File: config.mk
export PLATFORM = sky130hd
export DESIGN_NAME = terminal_line_editor_with_history_top_flat
export DESIGN_NICKNAME = d
export VERILOG_FILES = /design/src/hw/rtl/tle_pkg.sv /design/src/hw/rtl/tle_if.sv /design/src/hw/rtl/tle_ram.sv /design/src/hw/rtl/terminal_line_editor_with_history_top.sv /design/src/flat_wrapper.sv
export SDC_FILE = /design/constraint.sdc
export NUM_CORES = 2
export LEC_CHECK = 0
export BUFFER_PORTS_ARGS = -buffer_cell sky130_fd_sc_hd__buf_2
export CORE_MARGIN = 1
export CORE_UTILIZATION = 50
export DETAILED_ROUTE_END_ITERATION = 6
export PLACE_DENSITY = 0.7
export SYNTH_ARGS = -nofsm -noshare
export SYNTH_HDL_FRONTEND = slang
export SYNTH_SLANG_ARGS = --single-unit
File: constraint.sdc
create_clock -name i_clk -period 4.3 [get_ports i_clk]
set_clock_uncertainty 0.05 [all_clocks]
set_input_delay 0.86 -clock i_clk [delete_from_list [all_inputs] [get_ports i_clk]]
set_output_delay 0.86 -clock i_clk [all_outputs]
set_load 0.005 [all_outputs]
File: src/hw/rtl/tle_pkg.sv
// Package: shared types, constants and event codes of the terminal line editor.
package tle_pkg;
    localparam int LINE_LEN      = 32;
    localparam int HISTORY_DEPTH = 8;
    localparam int HIST_SLOTS    = HISTORY_DEPTH - 1;
    localparam int LW            = $clog2(LINE_LEN);
    localparam int SW            = $clog2(HIST_SLOTS);
    localparam int BW            = $clog2(HISTORY_DEPTH + 1);
    localparam int HAW           = $clog2(HIST_SLOTS * LINE_LEN);

    localparam logic [3:0] EV_NONE  = 4'd0;
    localparam logic [3:0] EV_EDIT  = 4'd1;
    localparam logic [3:0] EV_RIGHT = 4'd2;
    localparam logic [3:0] EV_LEFT  = 4'd3;
    localparam logic [3:0] EV_CMD   = 4'd4;
    localparam logic [3:0] EV_EMPTY = 4'd5;
    localparam logic [3:0] EV_ABORT = 4'd6;
    localparam logic [3:0] EV_CLEAR = 4'd7;
    localparam logic [3:0] EV_HOOK_UP = 4'd8;
    localparam logic [3:0] EV_HOOK_DN = 4'd9;
    localparam logic [3:0] EV_HOOK_RT = 4'd10;
    localparam logic [3:0] EV_HOOK_LT = 4'd11;

    localparam logic [7:0] CH_BS   = 8'd8;
    localparam logic [7:0] CH_DEL  = 8'd127;
    localparam logic [7:0] CH_CR   = 8'd13;
    localparam logic [7:0] CH_ESC  = 8'd27;
    localparam logic [7:0] CH_TAB  = 8'd9;
    localparam logic [7:0] CH_ETX  = 8'h03;
    localparam logic [7:0] CH_LBR  = 8'h5b;
    localparam logic [7:0] CH_3    = 8'h33;
    localparam logic [7:0] CH_TILDE= 8'h7e;
    localparam logic [7:0] CH_A    = 8'h41;
    localparam logic [7:0] CH_B    = 8'h42;
    localparam logic [7:0] CH_C    = 8'h43;
    localparam logic [7:0] CH_D    = 8'h44;

    typedef struct packed {
        logic [3:0] event_res;
        logic [7:0] out_char;
        logic [4:0] line_length;
        logic [4:0] cursor_pos;
        logic       last;
    } t_res;
endpackage

File: src/hw/rtl/tle_if.sv
// Interfaces: byte input, config write and result channels.
interface tle_byte_if;
    logic       valid;
    logic       ready;
    logic [7:0] rx_byte;
    modport source (output valid, output rx_byte, input ready);
    modport sink   (input valid, input rx_byte, output ready);
endinterface

interface tle_cfg_if;
    logic       valid;
    logic       ready;
    logic [3:0] arrow_hook_mask;
    modport source (output valid, output arrow_hook_mask, input ready);
    modport sink   (input valid, input arrow_hook_mask, output ready);
endinterface

interface tle_res_if;
    logic       valid;
    logic       ready;
    logic [3:0] event_res;
    logic [7:0] out_char;
    logic [4:0] line_length;
    logic [4:0] cursor_pos;
    logic       last;
    modport source (output valid, output event_res, output out_char,
                    output line_length, output cursor_pos, output last, input ready);
    modport sink   (input valid, input event_res, input out_char,
                    input line_length, input cursor_pos, input last, output ready);
endinterface

File: src/hw/rtl/tle_ram.sv
// Generic single-port-write, single-port-read RAM with registered read.
module tle_ram #(
    parameter int WIDTH = 8,
    parameter int DEPTH = 32
) (
    input  logic                     i_clk,
    input  logic                     i_we,
    input  logic [$clog2(DEPTH)-1:0] i_waddr,
    input  logic [WIDTH-1:0]         i_wdata,
    input  logic [$clog2(DEPTH)-1:0] i_raddr,
    output logic [WIDTH-1:0]         o_rdata
);
    logic [WIDTH-1:0] r_mem [DEPTH];

    always_ff @(posedge i_clk) begin
        if (i_we) begin
            r_mem[i_waddr] <= i_wdata;
        end
        o_rdata <= r_mem[i_raddr];
    end
endmodule

File: src/hw/rtl/terminal_line_editor_with_history_top.sv
// Top level: terminal line editor with escape parser and command history.
//
// Takes one terminal byte per beat and returns one or more result beats per
// byte. Line edits run as a sequencer over the line RAM: a simple byte
// (arrow, abort, tab, escape step) goes straight to the result state; insert,
// backspace and delete shift the tail one byte at a time through a read state
// and a write state; a history load copies one byte at a time the same way;
// enter emits one result per line byte while copying it into the history RAM,
// with a read state and an emit state per byte. The cost is set by the single
// read port of each RAM. Config writes are taken whenever offered.
module terminal_line_editor_with_history_top
    import tle_pkg::*;
(
    input  logic  i_clk,
    input  logic  i_rst_n,
    tle_byte_if.sink   s_in,
    tle_cfg_if.sink    s_cfg,
    tle_res_if.source  m_out
);
    localparam logic [3:0] S_IDLE  = 4'd0;
    localparam logic [3:0] S_SHR_R = 4'd1;  // insert: read i-1
    localparam logic [3:0] S_SHR_W = 4'd2;  // insert: write i
    localparam logic [3:0] S_SHL_R = 4'd3;  // remove: read i+1
    localparam logic [3:0] S_SHL_W = 4'd4;  // remove: write i
    localparam logic [3:0] S_LD_R  = 4'd5;  // history load read
    localparam logic [3:0] S_LD_W  = 4'd6;  // history load write
    localparam logic [3:0] S_EN_R  = 4'd7;  // enter read
    localparam logic [3:0] S_EN_W  = 4'd8;  // enter emit/copy
    localparam logic [3:0] S_OUT   = 4'd9;  // single result
    localparam logic [3:0] S_WAIT  = 4'd10; // wait out drain

    logic [3:0]     r_st, n_st;
    logic [LW-1:0]  r_len, n_len, r_cur, n_cur;
    logic [LW:0]    r_i, n_i;       // loop index
    logic [LW-1:0]  r_n, n_n;       // loop end / total
    logic [SW-1:0]  r_head, n_head, r_slot, n_slot;
    logic [BW-1:0]  r_browse, n_browse;
    logic [1:0]     r_esc, n_esc;
    logic [3:0]     r_mask;
    logic [LW-1:0]  r_hlen [HIST_SLOTS];
    logic [7:0]     r_b, n_b;
    logic [3:0]     r_ev, n_ev;
    logic           r_ov, n_ov;
    t_res           r_o, n_o;
    logic           r_shr_ins, n_shr_ins;

    // line RAM
    logic           l_we;
    logic [LW-1:0]  l_wa, l_ra;
    logic [7:0]     l_wd, l_rd;
    // history RAM
    logic           h_we;
    logic [HAW-1:0] h_wa, h_ra;
    logic [7:0]     h_rd;

    tle_ram #(.WIDTH(8), .DEPTH(LINE_LEN)) u_line (
        .i_clk(i_clk), .i_we(l_we), .i_waddr(l_wa), .i_wdata(l_wd),
        .i_raddr(l_ra), .o_rdata(l_rd));
    tle_ram #(.WIDTH(8), .DEPTH(HIST_SLOTS * LINE_LEN)) u_hist (
        .i_clk(i_clk), .i_we(h_we), .i_waddr(h_wa), .i_wdata(l_rd),
        .i_raddr(h_ra), .o_rdata(h_rd));

    assign s_cfg.ready = 1'b1;
    assign s_in.ready  = (r_st == S_IDLE);
    assign m_out.valid = r_ov;
    assign m_out.event_res   = r_o.event_res;
    assign m_out.out_char    = r_o.out_char;
    assign m_out.line_length = r_o.line_length;
    assign m_out.cursor_pos  = r_o.cursor_pos;
    assign m_out.last        = r_o.last;

    logic o_free;
    assign o_free = !r_ov || m_out.ready;

    // history slot for an age (age 1..HIST_SLOTS)
    function automatic logic [SW-1:0] slot_of(input logic [SW-1:0] head,
                                             input logic [BW-1:0] age);
        logic [SW:0] t;
        t = {1'b0, head} + (SW+1)'(HIST_SLOTS) - (SW+1)'(age);
        if (t >= (SW+1)'(HIST_SLOTS)) t = t - (SW+1)'(HIST_SLOTS);
        return t[SW-1:0];
    endfunction

    function automatic logic [HAW-1:0] haddr(input logic [SW-1:0] s,
                                             input logic [LW:0] i);
        return HAW'(s) * HAW'(LINE_LEN) + HAW'(i[LW-1:0]);
    endfunction

    logic [SW-1:0] up_slot, dn_slot;
    assign up_slot = slot_of(r_head, r_browse);
    assign dn_slot = slot_of(r_head, r_browse - BW'(2));

    always_comb begin
        n_st = r_st; n_len = r_len; n_cur = r_cur; n_i = r_i; n_n = r_n;
        n_head = r_head; n_slot = r_slot; n_browse = r_browse; n_esc = r_esc;
        n_b = r_b; n_ev = r_ev; n_o = r_o; n_shr_ins = r_shr_ins;
        n_ov = r_ov && !m_out.ready;
        l_we = 1'b0; l_wa = '0; l_wd = '0; l_ra = '0;
        h_we = 1'b0; h_wa = '0; h_ra = '0;
        case (r_st)
            S_IDLE: begin
                if (s_in.valid) begin
                    n_b = s_in.rx_byte;
                    n_ev = EV_NONE;
                    n_st = S_OUT;
                    if (s_in.rx_byte == CH_BS || s_in.rx_byte == CH_DEL) begin
                        n_browse = BW'(1);
                        if (r_cur != '0) begin
                            n_i = (LW+1)'(r_cur) - 1'b1;
                            n_ev = EV_EDIT;
                            n_st = S_SHL_R;
                        end
                    end else if (s_in.rx_byte == CH_CR) begin
                        n_browse = BW'(1);
                        n_n = r_len;
                        n_len = '0; n_cur = '0;
                        if (r_len == '0) begin
                            n_ev = EV_EMPTY;
                        end else begin
                            n_i = '0;
                            n_slot = r_head;
                            n_head = (r_head == SW'(HIST_SLOTS - 1)) ? '0 : r_head + 1'b1;
                            n_st = S_EN_R;
                        end
                    end else if (s_in.rx_byte == CH_ESC) begin
                        n_esc = 2'd1;
                    end else if (r_esc == 2'd1) begin
                        n_esc = (s_in.rx_byte == CH_LBR) ? 2'd2 : 2'd0;
                    end else if (r_esc == 2'd2) begin
                        n_esc = 2'd0;
                        case (s_in.rx_byte)
                            CH_A: begin
                                if (r_mask[0]) n_ev = EV_HOOK_UP;
                                else if (r_browse < BW'(HISTORY_DEPTH)
                                         && r_hlen[up_slot] != '0) begin
                                    n_slot = up_slot;
                                    n_n = r_hlen[up_slot];
                                    n_i = '0;
                                    n_browse = r_browse + 1'b1;
                                    n_ev = EV_EDIT;
                                    n_st = S_LD_R;
                                end
                            end
                            CH_B: begin
                                if (r_mask[1]) n_ev = EV_HOOK_DN;
                                else if (r_browse > BW'(2)) begin
                                    n_browse = r_browse - 1'b1;
                                    n_slot = dn_slot;
                                    n_n = r_hlen[dn_slot];
                                    n_i = '0;
                                    n_ev = EV_EDIT;
                                    n_st = S_LD_R;
                                end else if (r_browse == BW'(2)) begin
                                    n_len = '0; n_cur = '0;
                                    n_browse = BW'(1);
                                    n_ev = EV_CLEAR;
                                end
                            end
                            CH_C: begin
                                if (r_mask[2]) n_ev = EV_HOOK_RT;
                                else if (r_cur < r_len) begin
                                    n_cur = r_cur + 1'b1; n_ev = EV_RIGHT;
                                end
                            end
                            CH_D: begin
                                if (r_mask[3]) n_ev = EV_HOOK_LT;
                                else if (r_cur != '0) begin
                                    n_cur = r_cur - 1'b1; n_ev = EV_LEFT;
                                end
                            end
                            CH_3: n_esc = 2'd3;
                            default: ;
                        endcase
                    end else if (r_esc == 2'd3) begin
                        n_esc = 2'd0;
                        if (s_in.rx_byte == CH_TILDE) begin
                            n_browse = BW'(1);
                            if (r_cur < r_len) begin
                                n_i = (LW+1)'(r_cur);
                                n_ev = EV_EDIT;
                                n_st = S_SHL_R;
                                n_shr_ins = 1'b1; // marks delete: cursor stays
                            end
                        end
                    end else if (s_in.rx_byte == CH_TAB) begin
                        n_ev = EV_NONE;
                    end else if (s_in.rx_byte == CH_ETX) begin
                        n_browse = BW'(1);
                        n_len = '0; n_cur = '0;
                        n_ev = EV_ABORT;
                    end else begin
                        n_browse = BW'(1);
                        n_i = (LW+1)'(r_len);
                        n_ev = EV_EDIT;
                        n_st = S_SHR_R;
                    end
                end
            end
            // insert: shift right from len down to cursor, then write byte
            S_SHR_R: begin
                if (r_i > (LW+1)'(r_cur)) begin
                    l_ra = LW'(r_i - 1'b1);
                    n_st = S_SHR_W;
                end else begin
                    l_we = 1'b1; l_wa = r_cur; l_wd = r_b;
                    if (r_len != LW'(LINE_LEN - 1)) n_len = r_len + 1'b1;
                    if (r_cur != LW'(LINE_LEN - 1)) n_cur = r_cur + 1'b1;
                    n_st = S_OUT;
                end
            end
            S_SHR_W: begin
                l_we = (r_i < (LW+1)'(LINE_LEN));
                l_wa = LW'(r_i); l_wd = l_rd;
                n_i = r_i - 1'b1;
                n_st = S_SHR_R;
            end
            // remove at r_i: shift left up to len-1
            S_SHL_R: begin
                if (r_i + 1'b1 < (LW+1)'(r_len)) begin
                    l_ra = LW'(r_i + 1'b1);
                    n_st = S_SHL_W;
                end else begin
                    n_len = r_len - 1'b1;
                    if (!r_shr_ins) n_cur = r_cur - 1'b1;
                    n_shr_ins = 1'b0;
                    n_st = S_OUT;
                end
            end
            S_SHL_W: begin
                l_we = 1'b1; l_wa = LW'(r_i); l_wd = l_rd;
                n_i = r_i + 1'b1;
                n_st = S_SHL_R;
            end
            // history load: copy n bytes of slot into line
            S_LD_R: begin
                if (r_i < (LW+1)'(r_n)) begin
                    h_ra = haddr(r_slot, r_i);
                    n_st = S_LD_W;
                end else begin
                    n_len = r_n; n_cur = r_n;
                    n_st = S_OUT;
                end
            end
            S_LD_W: begin
                l_we = 1'b1; l_wa = LW'(r_i); l_wd = h_rd;
                n_i = r_i + 1'b1;
                n_st = S_LD_R;
            end
            // enter: read each byte, emit it and copy to history
            S_EN_R: begin
                l_ra = LW'(r_i);
                n_st = S_EN_W;
            end
            S_EN_W: begin
                if (o_free) begin
                    h_we = 1'b1; h_wa = haddr(r_slot, r_i);
                    n_ov = 1'b1;
                    n_o.event_res = EV_CMD;
                    n_o.out_char = l_rd;
                    n_o.line_length = '0;
                    n_o.cursor_pos = '0;
                    n_o.last = (r_i + 1'b1 == (LW+1)'(r_n));
                    n_i = r_i + 1'b1;
                    if (r_i + 1'b1 == (LW+1)'(r_n)) begin
                        n_st = S_IDLE;
                    end else begin
                        n_st = S_EN_R;
                    end
                end else begin
                    l_ra = LW'(r_i); // hold read data
                end
            end
            S_OUT: begin
                if (o_free) begin
                    n_ov = 1'b1;
                    n_o.event_res = r_ev;
                    n_o.out_char = '0;
                    n_o.line_length = r_len;
                    n_o.cursor_pos = r_cur;
                    n_o.last = 1'b1;
                    n_st = S_IDLE;
                end
            end
            default: n_st = S_IDLE;
        endcase
    end

    // control and state registers
    always_ff @(posedge i_clk) begin
        if (!i_rst_n) begin
            r_st <= S_IDLE; r_len <= '0; r_cur <= '0; r_head <= '0;
            r_browse <= BW'(1); r_esc <= '0; r_mask <= '0; r_ov <= 1'b0;
            r_shr_ins <= 1'b0;
            for (int k = 0; k < HIST_SLOTS; k++) r_hlen[k] <= '0;
        end else begin
            r_st <= n_st; r_len <= n_len; r_cur <= n_cur; r_head <= n_head;
            r_browse <= n_browse; r_esc <= n_esc; r_ov <= n_ov;
            r_shr_ins <= n_shr_ins;
            if (s_cfg.valid) r_mask <= s_cfg.arrow_hook_mask;
            if (r_st == S_IDLE && s_in.valid && s_in.rx_byte == CH_CR && r_len != '0)
                r_hlen[r_head] <= r_len;
        end
    end

    // payload registers
    always_ff @(posedge i_clk) begin
        r_i <= n_i; r_n <= n_n; r_slot <= n_slot; r_b <= n_b; r_ev <= n_ev;
        r_o <= n_o;
    end
endmodule

File: src/flat_wrapper.sv
// flat-port wrapper written by rule: the top's interface ports become plain ports
module terminal_line_editor_with_history_top_flat import tle_pkg::*;
  (i_clk, i_rst_n, s_in_valid, s_in_rx_byte, s_in_ready, s_cfg_valid, s_cfg_arrow_hook_mask, s_cfg_ready, m_out_valid, m_out_event_res, m_out_out_char, m_out_line_length, m_out_cursor_pos, m_out_last, m_out_ready);
  tle_byte_if s_in_i ();
  tle_cfg_if s_cfg_i ();
  tle_res_if m_out_i ();
  input  logic i_clk;
  input  logic i_rst_n;
  input wire logic [$bits(s_in_i.valid)-1:0] s_in_valid;
  input wire logic [$bits(s_in_i.rx_byte)-1:0] s_in_rx_byte;
  output wire logic [$bits(s_in_i.ready)-1:0] s_in_ready;
  input wire logic [$bits(s_cfg_i.valid)-1:0] s_cfg_valid;
  input wire logic [$bits(s_cfg_i.arrow_hook_mask)-1:0] s_cfg_arrow_hook_mask;
  output wire logic [$bits(s_cfg_i.ready)-1:0] s_cfg_ready;
  output wire logic [$bits(m_out_i.valid)-1:0] m_out_valid;
  output wire logic [$bits(m_out_i.event_res)-1:0] m_out_event_res;
  output wire logic [$bits(m_out_i.out_char)-1:0] m_out_out_char;
  output wire logic [$bits(m_out_i.line_length)-1:0] m_out_line_length;
  output wire logic [$bits(m_out_i.cursor_pos)-1:0] m_out_cursor_pos;
  output wire logic [$bits(m_out_i.last)-1:0] m_out_last;
  input wire logic [$bits(m_out_i.ready)-1:0] m_out_ready;
  assign s_in_i.valid = s_in_valid;
  assign s_in_i.rx_byte = s_in_rx_byte;
  assign s_in_ready = s_in_i.ready;
  assign s_cfg_i.valid = s_cfg_valid;
  assign s_cfg_i.arrow_hook_mask = s_cfg_arrow_hook_mask;
  assign s_cfg_ready = s_cfg_i.ready;
  assign m_out_valid = m_out_i.valid;
  assign m_out_event_res = m_out_i.event_res;
  assign m_out_out_char = m_out_i.out_char;
  assign m_out_line_length = m_out_i.line_length;
  assign m_out_cursor_pos = m_out_i.cursor_pos;
  assign m_out_last = m_out_i.last;
  assign m_out_i.ready = m_out_ready;
  terminal_line_editor_with_history_top u_core (.i_clk(i_clk), .i_rst_n(i_rst_n), .s_in(s_in_i), .s_cfg(s_cfg_i), .m_out(m_out_i));
endmodule
==> impl_metrics.ini <==
[setup_path]
critical_path_class = reg2reg
crit_chain = inv_1 -> ha_1 -> a21oi_1 -> nand2b_2 -> nand3_4 -> buf_12 -> o221ai_1 -> o211ai_1 -> o21ai_0 -> o2bb2ai_1 -> o2bb2ai_1 -> o211ai_1 -> nand4_1
critPathMaxFanout = 69
r2r-end = u_core.u_hist.o_rdata[1]
cp-startpoint = u_core.r_n[3]
r2r_cells = 13
r2r_slack_ns = 0.01
crit_slowest_cell = o211ai_1
end_kind = flip-flop
critPathMaxStageDelay_ns = 0.65
cp_top_family = compound AO/OA/AOI/OAI gates
cp_num_buf_inv = 2
r2r_start = u_core.r_n[3]
arrival_ns = 4.91
cp-start-kind = flip-flop
required_ns = 4.92

[power]
clkPwrFrac_pct = 30.4
p_seq_share_pct = 43.6
combPwrFrac_pct = 26.0
net-switching-power_w = 0.0200
sw_frac_of_total_pct = 32.4
powerDensity_nw_per_um2 = 590
leakage_nw = 35.2
worst_ir_drop_vdd_mv = 0.680
p_int_w = 0.0417

[layout]
fin_cells = 9289
area_growth_pct = 15.3
final_common_cell = edfxtp_1
ff_latch_area_um2 = 65100
multiInputGateArea_um2 = 24000
nFillCells = 13700
mostFrequentLayoutCells = 2132 x edfxtp_1, 676 x nand2_1, 573 x buf_4, 548 x nor2_1, 303 x mux2i_1
nets = 6789
drive_gt1_share_pct = 17.5

[logic_synthesis]
avgSynthCellArea_um2 = 14.5
synth_area_um2 = 90800
yosysSeqAreaShare_pct = 71.6
synthTopCellsByArea = edfxtp_1 70%, mux2i_1 3.3%, mux4_2 3.3%, nand2_1 2.8%, nor2_1 2.3%
synth-seq-cells = 2182
yosys_most_used_dff = edfxtp_1
synth_top_area_share_pct = 70.5
ys.warnings.count = 0
synth_fp_nets = 6344
synth.largest_area_cell = edfxtp_1
synth_cell_types = 94
synthArstFlopShare_pct = 0
synth_edf_count = 2132
synth_cells = 6284

[clocking]
clk_pin_slew_ns = 0.06
cts_tree = built
hold_buffers = 0
clk_latency_ns = 0.88
numCtsBuffers = 216
root_buffer = clkbuf_16
ctsLongestPathBuffers = 3
cts.htree.levels = 4
clkSinkCount = 2182

[worst_hold_path]
whs_endpoint = u_core.r_mask[1]
hold_depth = 3
hold_path.class = in2reg
hp-start = s_cfg_arrow_hook_mask[1]

[placement]
dp_slack_ns = -0.646
numPortBuffers = 41
place_hpwl_mm = 167
gp_congestion = 0.973
dp.cells = 8873

[floorplan]
fp.dieW_um = 428
ios = 43
dieArea_um2 = 183000
rows = 156
die_h_um = 428
fp.coreArea_um2 = 181000
initial_core_util_pct = 50.3

[routing]
wire_per_inst_um = 28.6
routed_wl_mm = 265
drtAntennaViolNets = 0
vias = 59600
drcViolationCount = 30
first_pass_iters = 7
via_per_inst = 6.42
drt_iter0_drc = 8970

[timing]
finalSetupViolations = 0
slew_headroom_pct = -10.2
worst_slack_ns = 0.0146
fmax_mhz = 233
hold-worst-slack_ns = 0.175
period_minus_slack_ns = 4.29
totalNegativeSetupSlack_ns = 0
fin_crit_sh_pct = 99.7
drv_slew = 76
tightestPinTransition_ns = 1.65
rsz0062_at_grt = no
hold_viol_final = 0

[outcome]
outcome = finished with violations
violations = design-rule violations, max-slew violations

[global_routing]
grt_overflow_total = 0
antenna_found_initial = 11
grt_pass1_vias = 57900
grt_pass1_wl_mm = 388
grt_max_degree = 221
grtUsageTotal_pct = 28.5

[flow_run]
maxCapViolations = 0
-- flip-flops by register name, indices dropped and copies added (netlist names) --
signal                    count
u_core.r_st                   4
u_core.r_mask                 4
u_core.u_line.o_rdata         8
u_core.m_out.out_char         8
u_core.r_hlen                40
u_core.u_line.r_mem         256
u_core.r_n                    5
u_core.r_len                  5
u_core.m_out.cursor_pos       5
u_core.r_i                    6
u_core.r_head                 3
u_core.r_cur                  5
u_core.r_slot                 3
u_core.u_hist.o_rdata         8
u_core.u_hist.r_mem        1792
u_core.r_ev                   4
u_core.r_b                    8
u_core.r_shr_ins              1
u_core.m_out.last             1
u_core.m_out.valid            1
u_core.m_out.line_length      5
u_core.r_esc                  2
u_core.m_out.event_res        4
u_core.r_browse               4
-- stage by stage --
step	cell area, µm²	power (W)	utilization (%)
6_report	105000	0.0618	58.0
5_1_grt	105000	0.0635	58.0
4_1_cts	105000	0.0616	57.9
3_5_place_dp	97500	0.0431	54.0
3_3_place_gp	97500	0.0428	54.0
2_1_floorplan	90800	0.0370	-
-- Yosys cell counts (15+ instances only) --
master / instances
and2_1: 37
nor3_1: 90
or3_1: 31
o211ai_1: 88
a31oi_1: 55
and3_1: 32
o21a_1: 15
o22ai_1: 59
mux2i_1: 303
a311oi_1: 23
a222oi_1: 23
nor2b_1: 37
clkbuf_1: 278
a211oi_1: 136
a21oi_1: 244
ha_1: 40
nand3b_1: 16
xnor2_1: 20
mux4_2: 132
buf_1: 71
nand3_1: 235
nand4_1: 59
buf_2: 77
dfxtp_1: 50
a32oi_1: 27
nor2_1: 553
inv_1: 70
o2111ai_1: 17
o21ai_0: 203
a21o_1: 16
o32ai_1: 15
a32o_1: 20
mux2_2: 43
nor4_1: 25
edfxtp_1: 2132
nand2b_1: 16
o221ai_1: 121
a221oi_1: 16
nand2_1: 677
-- worst reg2reg max path, cell delays in order (launching register included) --
cell	delay (ns)
edfxtp_1	0.44
inv_1	0.21
ha_1	0.29
a21oi_1	0.20
nand2b_2	0.30
nand3_4	0.27
buf_12	0.32
o221ai_1	0.25
o211ai_1	0.13
o21ai_0	0.22
o2bb2ai_1	0.27
o2bb2ai_1	0.14
o211ai_1	0.65
nand4_1	0.34
-- power groups by stage --
stage	clock (W)	sequential [W]	combinational [W]
6_report	0.0188	0.0270	0.0161
3_5_place_dp	0	0.0273	0.0157
3_3_place_gp	0	0.0273	0.0155
2_1_floorplan	0	0.0283	0.00879
4_1_cts	0.0189	0.0269	0.0158
5_1_grt	0.0197	0.0269	0.0169
-- kinds of logic after synthesis --
family,synth area share (%)
adder cells (fa/ha/maj),0.639
other,0.00413
AO/OA/AOI/OAI,9.02
buffers and inverters,2.23
multiplexers,7.15
XOR/XNOR,0.310
flip-flops,71.6
AND/OR/NAND/NOR,9.07
-- worst max-delay path by stage --
stage / to / slack [ns] / cells past startpoint
6_report: u_core.u_hist.o_rdata[1] / 0.01 / 13
3_5_place_dp: u_core.u_hist.o_rdata[1] / -0.65 / 14
3_3_place_gp: u_core.u_hist.o_rdata[1] / -0.66 / 14
2_1_floorplan: u_core.r_n[0] / 0.008 / 19
5_1_grt: u_core.u_line.o_rdata[0] / 0.003 / 15
4_1_cts: u_core.u_hist.o_rdata[1] / 0.06 / 13
-- what timing repair did --
| action | CTS | global route |
|---|---|---|
| resized for setup | 7 | 18 |
| setup endpoints to repair | 4 | 33 |
| buffers inserted | 0 | 8 |
| pin swaps | 0 | 8 |
-- routing by layer --
metal,vias up,GRT usage (%),wire length [µm]
met5,-,0,27
met4,4,14.3,13800
met3,717,5.80,28400
met2,3765,44.6,124000
met1,29700,38.0,98900
li1,25400,-,-
-- cell type report --
class                   count  share of cell area [%]
flip-flops and latches   2182                    62.1
multi-input cells        3594                    22.9
clock buffers             264                    5.36
repair buffers            657                    5.11
well taps                2370                    2.83
clock inverters           139                    1.35
inverters                  78                   0.283
diodes                      5                  0.0120
No activity file was read; power rests on OpenSTA's default activity.
